**config.mk**
```make
export PLATFORM = sky130hd
export DESIGN_NAME = sird_div
export DESIGN_NICKNAME = d
export VERILOG_FILES = /design/src/rtl/sird_pkg.sv /design/src/rtl/sird_div.sv
export SDC_FILE = /design/constraint.sdc
export NUM_CORES = 1
export LEC_CHECK = 0
export ABC_AREA = 0
export BUFFER_PORTS_ARGS = -buffer_cell sky130_fd_sc_hd__buf_2
export CAP_MARGIN = 20
export CORE_MARGIN = 2
export CORE_UTILIZATION = 50
export DETAILED_ROUTE_END_ITERATION = 7
export GPL_ROUTABILITY_DRIVEN = 0
export HOLD_SLACK_MARGIN = 0.08
export PLACE_DENSITY = 0.81
export RECOVER_POWER = 25
export SLEW_MARGIN = 10
export SYNTH_ARGS = -nofsm -noshare
export SYNTH_HDL_FRONTEND = slang
export SYNTH_SLANG_ARGS = --single-unit
```
**constraint.sdc**
```tcl
create_clock -name clk -period 3.4 [get_ports clk]
set_input_delay 0.17 -clock clk [delete_from_list [all_inputs] [get_ports clk]]
set_output_delay 0.17 -clock clk [all_outputs]
set_load 0.01 [all_outputs]
```
**src/rtl/sird_pkg.sv**
```systemverilog
// ----------------------------------------------------------------------------
// sird_pkg
// Shared constants and types for the signed integer to radix digits block.
// ----------------------------------------------------------------------------
package sird_pkg;

  // default parameter values
  localparam int unsigned DEF_MAX_RADIX  = 16;
  localparam int unsigned DEF_VALUE_BITS = 32;

  // fixed field widths
  localparam int unsigned RADIX_W     = 5;   // radix_len register width
  localparam int unsigned ALPHA_W     = 64;  // one alphabet half
  localparam int unsigned ALPHA_SIZE  = 16;  // entries in the full alphabet
  localparam int unsigned CHAR_W      = 8;
  localparam int unsigned DIGIT_W     = 4;   // one stacked digit
  localparam int unsigned COUNT_W     = 6;   // character count
  localparam int unsigned STACK_DEPTH = 32;
  localparam int unsigned STACK_AW    = $clog2(STACK_DEPTH);
  localparam int unsigned CFG_IDX_W   = 2;

  // characters that may not appear among the used alphabet entries
  localparam logic [CHAR_W-1:0] CHAR_MINUS = 8'h2D;
  localparam logic [CHAR_W-1:0] CHAR_PLUS  = 8'h2B;
  localparam logic [CHAR_W-1:0] CHAR_NUL   = 8'h00;

  // register reset values
  localparam logic [RADIX_W-1:0] RADIX_LEN_RST  = 5'd10;
  localparam logic [ALPHA_W-1:0] ALPHA_LOW_RST  = 64'h3736353433323130;
  localparam logic [ALPHA_W-1:0] ALPHA_HIGH_RST = 64'h0000000000003938;

  // configuration register indexes
  typedef enum logic [CFG_IDX_W-1:0] {
    CFG_RADIX_LEN  = 2'd0,
    CFG_ALPHA_LOW  = 2'd1,
    CFG_ALPHA_HIGH = 2'd2
  } cfg_idx_t;

  // sequencer states
  typedef enum logic [5:0] {
    S_IDLE  = 6'b000001,
    S_START = 6'b000010,
    S_WAIT  = 6'b000100,
    S_SIGN  = 6'b001000,
    S_DIGIT = 6'b010000,
    S_ERR   = 6'b100000
  } seq_state_t;

endpackage

```
**src/rtl/sird_div.sv**
```systemverilog
// ----------------------------------------------------------------------------
// sird_div
// Restoring divider by a small radix, one quotient bit per cycle.
// ----------------------------------------------------------------------------
module sird_div import sird_pkg::*; #(
  parameter int unsigned VALUE_BITS = DEF_VALUE_BITS
) (
  input  logic                  clk,
  input  logic                  rst_n,
  input  logic                  start,
  input  logic [VALUE_BITS-1:0] dividend,
  input  logic [RADIX_W-1:0]    divisor,
  output logic                  done,
  output logic [VALUE_BITS-1:0] quotient,
  output logic [RADIX_W-1:0]    remainder
);

  localparam int unsigned CNT_W = $clog2(VALUE_BITS);

  logic                  busy_r, busy_nxt;
  logic                  done_r, done_nxt;
  logic [CNT_W-1:0]      cnt_r, cnt_nxt;
  logic [VALUE_BITS-1:0] quo_r, quo_nxt;
  logic [RADIX_W-1:0]    rem_r, rem_nxt;
  logic [RADIX_W:0]      trial;

  always_comb begin
    busy_nxt = busy_r;
    done_nxt = 1'b0;
    cnt_nxt  = cnt_r;
    quo_nxt  = quo_r;
    rem_nxt  = rem_r;
    trial    = {rem_r, quo_r[VALUE_BITS-1]};
    if (start) begin
      busy_nxt = 1'b1;
      cnt_nxt  = '0;
      quo_nxt  = dividend;
      rem_nxt  = '0;
    end else if (busy_r) begin
      if (trial >= {1'b0, divisor}) begin
        rem_nxt = RADIX_W'(trial - {1'b0, divisor});
        quo_nxt = {quo_r[VALUE_BITS-2:0], 1'b1};
      end else begin
        rem_nxt = trial[RADIX_W-1:0];
        quo_nxt = {quo_r[VALUE_BITS-2:0], 1'b0};
      end
      cnt_nxt = cnt_r + CNT_W'(1);
      if (cnt_r == CNT_W'(VALUE_BITS - 1)) begin
        busy_nxt = 1'b0;
        done_nxt = 1'b1;
      end
    end
  end

  always_ff @(posedge clk) begin
    if (!rst_n) begin
      busy_r <= 1'b0;
      done_r <= 1'b0;
      cnt_r  <= '0;
    end else begin
      busy_r <= busy_nxt;
      done_r <= done_nxt;
      cnt_r  <= cnt_nxt;
    end
    quo_r <= quo_nxt;
    rem_r <= rem_nxt;
  end

  assign done      = done_r;
  assign quotient  = quo_r;
  assign remainder = rem_r;

endmodule

```
==> impl_metrics.py, run 1 <==
metrics = {
    "timing": {
        "rsz0062_at_grt": "no",
        "worst_pin_slew_ns": 0.861,
        "max_freq_mhz": 437,
        "slew_violations": 0,
        "timing.slew.headroom_pct": 42.6,
        "finalCritPeriodShare_pct": 67.3,
        "hold_ws_ns": 0.0972,
        "hold_viol_final": 0,
        "period_minus_slack_ns": 2.29,
        "timing.setup.tns_ns": 0,
        "fin_ws_ns": 1.11,
        "setup-violations-final": 0,
        "fin_skew_ns": 0.0107,
    },
    "run_status": {
        "status": "complete, no violations",
    },
    "finish": {
        "multi_input_area_um2": 831,
        "syn_to_final_growth_pct": 23.7,
        "diodes": 0,
        "drive_gt1_share_pct": 39.1,
        "ff_latch_area_mm2": 0.00120,
        "nets": 280,
        "fillerInstances": 343,
    },
    "power_and_ir_drop": {
        "power.density_mw_per_mm2": 496,
        "swShare_pct": 25.1,
        "p_leak_nw": 1.07,
        "clkPwrFrac_pct": 30.8,
        "seqPwrFrac_pct": 52.2,
        "p_int_w": 0.000958,
        "pwr-share-comb_pct": 17.1,
        "ir_drop_uv": 341,
        "power.switching_w": 0.000320,
    },
    "setup_path": {
        "cpPeakStageDelay_ns": 0.51,
        "worstSetupEndpointType": "flip-flop",
        "reg2reg_depth": 8,
        "path_max_fanout": 4,
        "required_ns": 3.60,
        "worstPathCellList": "inv_1 > ha_1 > inv_1 > fa_1 > a211o_1 > o211a_1 > or4_1 > o311ai_1",
        "crit_slowest_cell": "or4_1",
        "start_kind": "flip-flop",
        "critPathMostFrequentCell": "inv_1",
        "crit_type": "flip-flop to flip-flop",
        "arrival_ns": 2.49,
    },
    "global_route": {
        "grt_pass1_wl_um": 5980,
        "overflow": 0,
        "grtUsageTotal_pct": 17.8,
        "grt_max_degree": 45,
        "grt_pass1_vias": 1276,
        "antenna_found_initial": 0,
    },
    "synth": {
        "synth.distinct_cells": 39,
        "synth_most_common_cell": "edfxtp_1",
        "synth.ff_latch_count": 44,
        "ys_top_cells_by_area": "edfxtp_1 (46%), mux2_2 (17%), dfxtp_1 (12%)",
        "synth_cells": 155,
        "synth_top_area_share_pct": 46.1,
        "syn_area_mm2": 0.00208,
        "asyncSetResetFlopFracSynth_pct": 0,
        "synthFlopType": "edfxtp_1",
        "synth_edf_count": 32,
        "syn-num-nets": 203,
        "syn_avg_cell_area_um2": 13.4,
        "synth_largest_area_cell": "edfxtp_1",
        "synth_common_cells": "edfxtp_1 (32), mux2_2 (31), dfxtp_1 (12), nor2_1 (11)",
        "ys_seq_area_share_pct": 57.6,
        "yosysWarningCount": 0,
    },
    "floorplanning": {
        "boundaryPins": 78,
        "rows": 23,
        "dieHeight_um": 68.6,
        "core_area_mm2": 0.00400,
        "die_area_mm2": 0.00470,
        "initial_core_util_pct": 52.1,
        "die_w_um": 68.6,
    },
    "job": {
        "maxCapViolCount": 0,
    },
    "drt": {
        "vias": 1498,
        "wl_um": 4110,
        "wl_per_cell_um": 14.5,
        "avgViaCountPerCell": 5.29,
        "drcViolationCount": 0,
        "ant_nets": 0,
        "drt_iter0_drc": 89,
        "firstDrtPassIters": 4,
    },
    "clock_network": {
        "cts_buffers": 5,
        "cts_buffer_depth": 2,
        "postCtsSetupBuffers": 0,
        "cts_tree": "done",
        "clk_pin_slew_ns": 0.08,
        "postCtsHoldBufs": 0,
        "post_cts_resized": 0,
        "cts_root_buffer": "clkbuf_8",
        "h-tree-depth": 2,
        "clock_sinks": 44,
        "clk_latency_ns": 0.30,
    },
    "hold_path": {
        "hold_path.class": "input port to flip-flop",
        "min_path_cells": 2,
    },
    "placement": {
        "pre_cts_slack_ns": 1.14,
        "port-buffer-count": 77,
        "place_hpwl_um": 2840,
    },
}
==> worst max-delay path: cells and delay by family, from the launching register on <==
kind                     cells  cell delay, ns
AO/OA/AOI/OAI                3            0.55
AND/OR/NAND/NOR              1            0.51
adder cells (fa/ha/maj)      2            0.57
flip-flops                   1            0.42
buffers and inverters        2            0.14
==> layout by cell type, fill, tap and decap left out, types with 2 or more instances in the layout <==
| cell | Yosys | final |
|---|---|---|
| a21oi_1 | 4 | 4 |
| nand2_1 | 5 | 5 |
| clkbuf_8 | 0 | 5 |
| mux2_2 | 31 | 31 |
| mux2i_1 | 2 | 2 |
| nand3_1 | 2 | 2 |
| xor2_1 | 2 | 2 |
| inv_1 | 7 | 7 |
| ha_1 | 7 | 7 |
| edfxtp_1 | 32 | 32 |
| dfxtp_1 | 12 | 12 |
| nor2b_1 | 2 | 2 |
| a311oi_1 | 2 | 2 |
| buf_2 | 0 | 49 |
| xnor2_1 | 3 | 3 |
| clkbuf_1 | 6 | 29 |
| a211o_1 | 2 | 2 |
| nand2b_1 | 2 | 2 |
| nor2_1 | 11 | 11 |
| a211oi_1 | 2 | 2 |
==> final timing paths <==
path	from	endpoint	slack [ns]
worst min-delay path	rst_n	busy_r	0.1
worst min register to register	cnt_r[3]	cnt_r[3]	0.52
worst max register to register	quotient[31]	remainder[2]	1.11
worst max-delay path	quotient[31]	remainder[2]	1.11
==> cells by family after synthesis <==
kind of cell / after synthesis / share of synthesized area, %
flops: 44 / 57.6
mux: 33 / 17.7
fa+ha+maj: 8 / 5.16
simple gates: 31 / 7.74
xor+xnor: 5 / 2.10
buf+inv: 14 / 2.52
compound gates: 20 / 7.14
==> flip-flops by register name (all words and copies together), names as in the netlist <==
register / count
quotient: 32
cnt_r: 5
remainder: 5
busy_r: 1
done: 1
==> power by group through the flow <==
stage | clock network [W] | registers, W | logic [W]
after floorplan | 0 | 0.000694 | 0.000119
after global placement | 0 | 0.000677 | 0.000223
after global routing | 0.000414 | 0.000675 | 0.000241
after CTS | 0.000399 | 0.000667 | 0.000229
after detailed placement | 0 | 0.000677 | 0.000227
final | 0.000393 | 0.000667 | 0.000218
==> metal layers <==
| metal | global-route usage [%] | wire length [um] | vias up | part of all wire (%) |
|---|---|---|---|---|
| met4 | 7.50 | 63 | 0 | 1.5 |
| met2 | 27.9 | 1990 | 59 | 48 |
| met3 | 6.01 | 291 | 9 | 7.1 |
| met5 | 0 | 0 | - | 0 |
| li1 | - | - | 736 | - |
| met1 | 22.5 | 1770 | 694 | 43 |
==> through the flow <==
stage / util (%) / std cells / total power [W] / instance area (um2)
floorplan: - / 155 / 0.000812 / 2080
global placement: 62.7 / 275 / 0.000900 / 2510
detailed placement: 62.7 / 275 / 0.000904 / 2510
CTS: 65.3 / 283 / 0.00130 / 2610
global route: 64.5 / 283 / 0.00133 / 2580
finish: 64.5 / 283 / 0.00128 / 2580
==> area by class of cell <==
type | count | share of cell area, %
inverters | 7 | 1.02
multi-input cells | 97 | 32.2
clock buffers | 6 | 2.81
repair buffers | 77 | 13.6
clock inverters | 2 | 1.36
flip-flops and latches | 44 | 46.6
well taps | 50 | 2.43
Power figures use the tool's default switching activity.
==> run 2: changes to the inputs <==
--- a/config.mk
+++ b/config.mk
@@ -5,15 +5,15 @@
 export SDC_FILE = /design/constraint.sdc
 export NUM_CORES = 1
 export LEC_CHECK = 0
-export ABC_AREA = 0
+export ABC_AREA = 1
 export BUFFER_PORTS_ARGS = -buffer_cell sky130_fd_sc_hd__buf_2
 export CAP_MARGIN = 20
 export CORE_MARGIN = 2
-export CORE_UTILIZATION = 50
+export CORE_UTILIZATION = 44
 export DETAILED_ROUTE_END_ITERATION = 7
 export GPL_ROUTABILITY_DRIVEN = 0
 export HOLD_SLACK_MARGIN = 0.08
-export PLACE_DENSITY = 0.81
+export PLACE_DENSITY = 0.75
 export RECOVER_POWER = 25
 export SLEW_MARGIN = 10
 export SYNTH_ARGS = -nofsm -noshare
==> constraint.sdc (replaced) <==
create_clock -name clk -period 2 [get_ports clk]
set_input_delay 0.1 -clock clk [delete_from_list [all_inputs] [get_ports clk]]
set_output_delay 0.1 -clock clk [all_outputs]
set_load 0.01 [all_outputs]
==> run 2 against run 1 <==
Net effect:
- synthesized cell count up 55%
- maximum frequency rose by 32%
- flip-flop and latch count is the same
- critical path type unchanged
- largest power group unchanged
==> impl_metrics.py, run 2 <==
metrics = {
    "timing": {
        "slew_violations": 0,
        "hold_viol_final": 0,
        "rsz0062_at_grt": "no",
        "worst_pin_slew_ns": 0.981,
        "finalCritPeriodShare_pct": 86.3,
        "setup-violations-final": 0,
        "timing.slew.headroom_pct": 34.5,
        "period_minus_slack_ns": 1.73,
        "timing.setup.tns_ns": 0,
        "fin_skew_ns": 0.00660,
        "max_freq_mhz": 579,
    },
    "finish": {
        "fillerInstances": 399,
        "multi_input_area_um2": 830,
        "largest_reg_flops": 32,
        "diodes": 0,
        "final_cell_area_mm2": 0.00285,
        "ff_latch_area_mm2": 0.00120,
        "final_common_cell": "nand2_1",
        "final_cell_mix": "nand2_1 (121), buf_2 (75), edfxtp_1 (32)",
        "syn_to_final_growth_pct": 32.5,
        "drive_gt1_share_pct": 28.3,
        "nets": 383,
    },
    "setup_path": {
        "critPathBufInv": 2,
        "worstSetupEndpointType": "flip-flop",
        "setup.worst_path.start": "quotient[31]",
        "worstPathCellList": "inv_1 > ha_1 > inv_1 > fa_1 > nand2_1 > nand2_2 > nand3_4 > nand3_1 > nand3_1 > nand2_1",
        "arrival_ns": 1.92,
        "crit_type": "flip-flop to flip-flop",
        "timing.rr.start": "quotient[31]",
        "required_ns": 2.19,
        "cp_top_family": "simple AND/OR/NAND/NOR gates",
        "start_kind": "flip-flop",
        "cpPeakStageDelay_ns": 0.40,
        "crit_slowest_cell": "fa_1",
        "path_max_fanout": 7,
    },
    "floorplanning": {
        "die_w_um": 73.9,
        "core_area_mm2": 0.00472,
        "boundaryPins": 78,
        "initial_core_util_pct": 45.5,
        "dieHeight_um": 73.9,
        "rows": 25,
        "die_area_mm2": 0.00546,
    },
    "synth": {
        "asyncSetResetFlopFracSynth_pct": 0,
        "synth_most_common_cell": "nand2_1",
        "synthFlopType": "edfxtp_1",
        "ys_seq_area_share_pct": 55.9,
        "syn_avg_cell_area_um2": 8.92,
        "synth_top_area_share_pct": 44.7,
        "synth_largest_area_cell": "edfxtp_1",
        "synth.distinct_cells": 29,
        "synth_common_cells": "nand2_1 (121), edfxtp_1 (32), inv_1 (16), dfxtp_1 (12), nand3_1 (12)",
        "synth.ff_latch_count": 44,
        "syn_area_mm2": 0.00215,
        "ys_top_cells_by_area": "edfxtp_1 (45%), nand2_1 (21%), dfxtp_1 (11%)",
        "synth_cells": 241,
        "yosysWarningCount": 0,
        "synth_edf_count": 32,
        "syn-num-nets": 289,
    },
    "clock_network": {
        "postCtsHoldBufs": 14,
        "clock_sinks": 44,
        "postCtsSetupBuffers": 0,
        "h-tree-depth": 2,
        "clk_pin_slew_ns": 0.08,
        "clk_latency_ns": 0.30,
        "cts_root_buffer": "clkbuf_8",
        "cts_buffer_depth": 2,
        "post_cts_resized": 0,
        "cts_tree": "done",
        "cts_buffers": 5,
    },
    "job": {
        "maxCapViolCount": 0,
    },
    "placement": {
        "placed_cell_area_mm2": 0.00259,
        "place_hpwl_um": 3530,
        "port-buffer-count": 77,
    },
    "global_route": {
        "grt_pass1_wl_um": 7650,
        "antenna_found_initial": 0,
        "grt_util_met3_pct": 5.08,
        "grt_max_degree": 35,
        "overflow": 0,
        "use_met1_pct": 22.5,
        "grt_pass1_vias": 1713,
        "grtUsageTotal_pct": 18.7,
        "use_met2_pct": 31.6,
        "top_usage_layer": "met2",
    },
    "drt": {
        "vias": 1865,
        "wl_um": 5040,
        "drt_iter0_drc": 99,
        "wl_per_cell_um": 12.5,
        "ant_nets": 0,
        "drcViolationCount": 0,
        "firstDrtPassIters": 4,
        "avgViaCountPerCell": 4.63,
    },
    "run_status": {
        "status": "complete, no violations",
    },
    "power_and_ir_drop": {
        "power.density_mw_per_mm2": 786,
        "ir_drop_uv": 294,
        "p_leak_nw": 1.45,
    },
    "hold_path": {
        "min_from": "dividend[1]",
        "hold_path.class": "input port to flip-flop",
    },
}
[run 2: cell types whose count changed after synthesis, moves of 3 or more]
cell	delta
nand3_1	+10
mux2_2	-31
clkbuf_1	-4
buf_2	+5
inv_1	+9
nand2_1	+116
nor2_1	-5
inv_2	+3
[run 2: kinds of logic after synthesis]
family / count (synthesis) / synth area share (%)
flops: 44 / 55.9
buf+inv: 27 / 5.53
xor+xnor: 2 / 0.815
simple gates: 151 / 30.5
compound gates: 9 / 2.27
fa+ha+maj: 8 / 5.01
[run 2: tightest hold or removal path: stages]
cell	delay [ns]
buf_2	0.08
nand2_1	0.04
nand2_1	0.05
[run 2: cell type report]
type                    instances  area share [%]
multi-input cells             170            29.1
repair buffers                 95            19.5
clock inverters                 2            1.23
well taps                      67            2.94
inverters                      19            2.50
clock buffers                   6            2.55
flip-flops and latches         44            42.2
[run 2: path summary, 6_finish.rpt]
check,to,slack (ns),depth (start not counted)
worst max register to register,remainder[2],0.27,10
worst min-delay path,quotient[1],0.08,3
worst max-delay path,remainder[2],0.27,10
worst min register to register,cnt_r[4],0.47,2
[run 2: power breakdown]
group | switching, W | internal, W | leakage, nW
clock | 0.000289 | 0.000371 | 0.0552
combinational | 0.000260 | 0.000191 | 0.972
sequential | 0.0000494 | 0.00108 | 0.426
total | 0.000598 | 0.00164 | 1.45
[run 2: metal layers]
metal	vias to the layer above	part of all wire, %
li1	955	-
met1	838	43
met2	64	49
met3	8	5.9
met4	0	1.8
met5	-	0
[run 2: stage by stage]
step	setup WS [ns]	total power, W	hold WS, ns	utilization [%]	std cells
after floorplan	0.332	0.00141	0.242	-	241
after global placement	0.342	0.00156	0.369	54.9	380
after detailed placement	0.299	0.00158	0.374	54.9	380
after CTS	0.268	0.00225	0.0804	60.2	402
after global routing	0.133	0.00235	0.0822	60.3	403
final	0.273	0.00224	0.0775	60.3	403
==> run 3: changes to the inputs <==
--- a/config.mk
+++ b/config.mk
@@ -9,11 +9,10 @@
 export BUFFER_PORTS_ARGS = -buffer_cell sky130_fd_sc_hd__buf_2
 export CAP_MARGIN = 20
 export CORE_MARGIN = 2
-export CORE_UTILIZATION = 44
+export CORE_UTILIZATION = 49
 export DETAILED_ROUTE_END_ITERATION = 7
 export GPL_ROUTABILITY_DRIVEN = 0
-export HOLD_SLACK_MARGIN = 0.08
-export PLACE_DENSITY = 0.75
+export PLACE_DENSITY = 0.79
 export RECOVER_POWER = 25
 export SLEW_MARGIN = 10
 export SYNTH_ARGS = -nofsm -noshare
==> constraint.sdc (replaced) <==
create_clock -name clk -period 1.9 [get_ports clk]
set_input_delay 0.095 -clock clk [delete_from_list [all_inputs] [get_ports clk]]
set_output_delay 0.095 -clock clk [all_outputs]
set_load 0.01 [all_outputs]
==> run 3 against run 2 <==
Net effect:
- largest cell class unchanged
- register-to-register slack worse by 0.12 ns
- hold slack worse by 0.00086 ns
- critical path depth is 2 lower
==> impl_metrics.py, run 3 (synthesis results as in run 2) <==
metrics = {
    "finish": {
        "final_cell_mix": "nand2_1 (121), buf_2 (75), edfxtp_1 (32)",
        "diodes": 0,
        "ff_latch_area_mm2": 0.00120,
        "final_common_cell": "nand2_1",
        "largest_reg_flops": 32,
        "multi_input_area_um2": 830,
        "nets": 368,
        "syn_to_final_growth_pct": 23.3,
        "drive_gt1_share_pct": 29.7,
        "final_cell_area_mm2": 0.00265,
        "fillerInstances": 374,
    },
    "drt": {
        "drt_iter0_drc": 130,
        "wl_per_cell_um": 12.0,
        "avgViaCountPerCell": 4.86,
        "wl_um": 4470,
        "ant_nets": 0,
        "drcViolationCount": 0,
        "firstDrtPassIters": 5,
        "vias": 1809,
    },
    "global_route": {
        "antenna_found_initial": 0,
        "grtUsageTotal_pct": 18.9,
        "grt_max_degree": 35,
        "overflow": 0,
        "grt_pass1_wl_um": 7380,
        "grt_pass1_vias": 1698,
    },
    "setup_path": {
        "path_max_fanout": 7,
        "arrival_ns": 1.76,
        "worstSetupEndpointType": "flip-flop",
        "required_ns": 1.91,
        "crit_type": "flip-flop to flip-flop",
        "start_kind": "flip-flop",
    },
    "clock_network": {
        "post_cts_resized": 0,
        "cts_buffer_depth": 2,
        "cts_root_buffer": "clkbuf_8",
        "clock_sinks": 44,
        "clk_pin_slew_ns": 0.08,
        "cts_buffers": 5,
        "postCtsSetupBuffers": 0,
        "h-tree-depth": 2,
        "cts_tree": "done",
        "clk_latency_ns": 0.28,
        "postCtsHoldBufs": 0,
    },
    "placement": {
        "place_hpwl_um": 3260,
        "port-buffer-count": 77,
        "placed_cell_area_mm2": 0.00257,
    },
    "floorplanning": {
        "initial_core_util_pct": 50.1,
        "die_area_mm2": 0.00493,
        "core_area_mm2": 0.00429,
        "dieHeight_um": 70.2,
        "rows": 24,
        "boundaryPins": 78,
        "die_w_um": 70.2,
    },
    "run_status": {
        "status": "complete, no violations",
    },
    "timing": {
        "max_freq_mhz": 573,
        "worst_pin_slew_ns": 0.562,
        "fin_skew_ns": 0.00445,
        "timing.slew.headroom_pct": 62.5,
        "finalCritPeriodShare_pct": 91.8,
        "timing.setup.tns_ns": 0,
        "slew_violations": 0,
        "period_minus_slack_ns": 1.74,
        "hold_viol_final": 0,
        "setup-violations-final": 0,
        "hold_ws_ns": 0.0766,
        "rsz0062_at_grt": "no",
    },
    "power_and_ir_drop": {
        "power.density_mw_per_mm2": 815,
        "p_leak_nw": 1.38,
        "ir_drop_uv": 527,
    },
    "hold_path": {
        "hold_path.class": "input port to flip-flop",
    },
    "job": {
        "maxCapViolCount": 0,
    },
}
run 3: where the power goes:
part	internal, W	total (W)	switching [W]
clock network	0.000250	0.000526	0.000277
logic	0.000180	0.000447	0.000266
registers	0.00114	0.00119	0.0000513
run 3: area by class of cell:
| cell class | count | area share (%) |
|---|---|---|
| clock buffer | 6 | 2.74 |
| multi-input combinational | 170 | 31.3 |
| inverter | 19 | 2.69 |
| tap | 52 | 2.46 |
| sequential | 44 | 45.3 |
| clock inverter | 1 | 0.189 |
| timing repair buffer | 80 | 15.3 |
run 3: through the flow:
stage	worst slack [ns]	total power [W]	util [%]	std cells
6_report	0.156	0.00216	61.7	372
5_1_grt	0.0234	0.00228	61.7	372
4_1_cts	0.155	0.00218	61.8	372
3_5_place_dp	0.169	0.00165	60.0	365
3_3_place_gp	0.232	0.00164	60.0	365
2_1_floorplan	0.232	0.00148	-	241
run 3: path summary, 6_finish.rpt:
kind                                endpoint  slack (ns)          from  depth (start not counted)
worst max-delay path             quotient[0]        0.16  quotient[31]                          8
worst min-delay path            quotient[12]        0.08  dividend[12]                          3
worst max register to register   quotient[0]        0.16  quotient[31]                          8
worst min register to register      cnt_r[4]        0.47      cnt_r[4]                          2
run 3: layer usage:
layer | part of all wire (%) | global-route usage [%] | wire, um
met1 | 44 | 23.1 | 1950
met2 | 49 | 32.3 | 2210
met3 | 6.0 | 4.62 | 267
met4 | 1.0 | 6.62 | 46
met5 | 0 | 0 | 0
run 3: critical path: stages, from the launching register on:
cell	delay, ns
edfxtp_1	0.39
inv_1	0.09
ha_1	0.15
inv_1	0.06
fa_1	0.40
nand2_1	0.09
nand2_2	0.08
nand3_4	0.12
a31oi_1	0.10
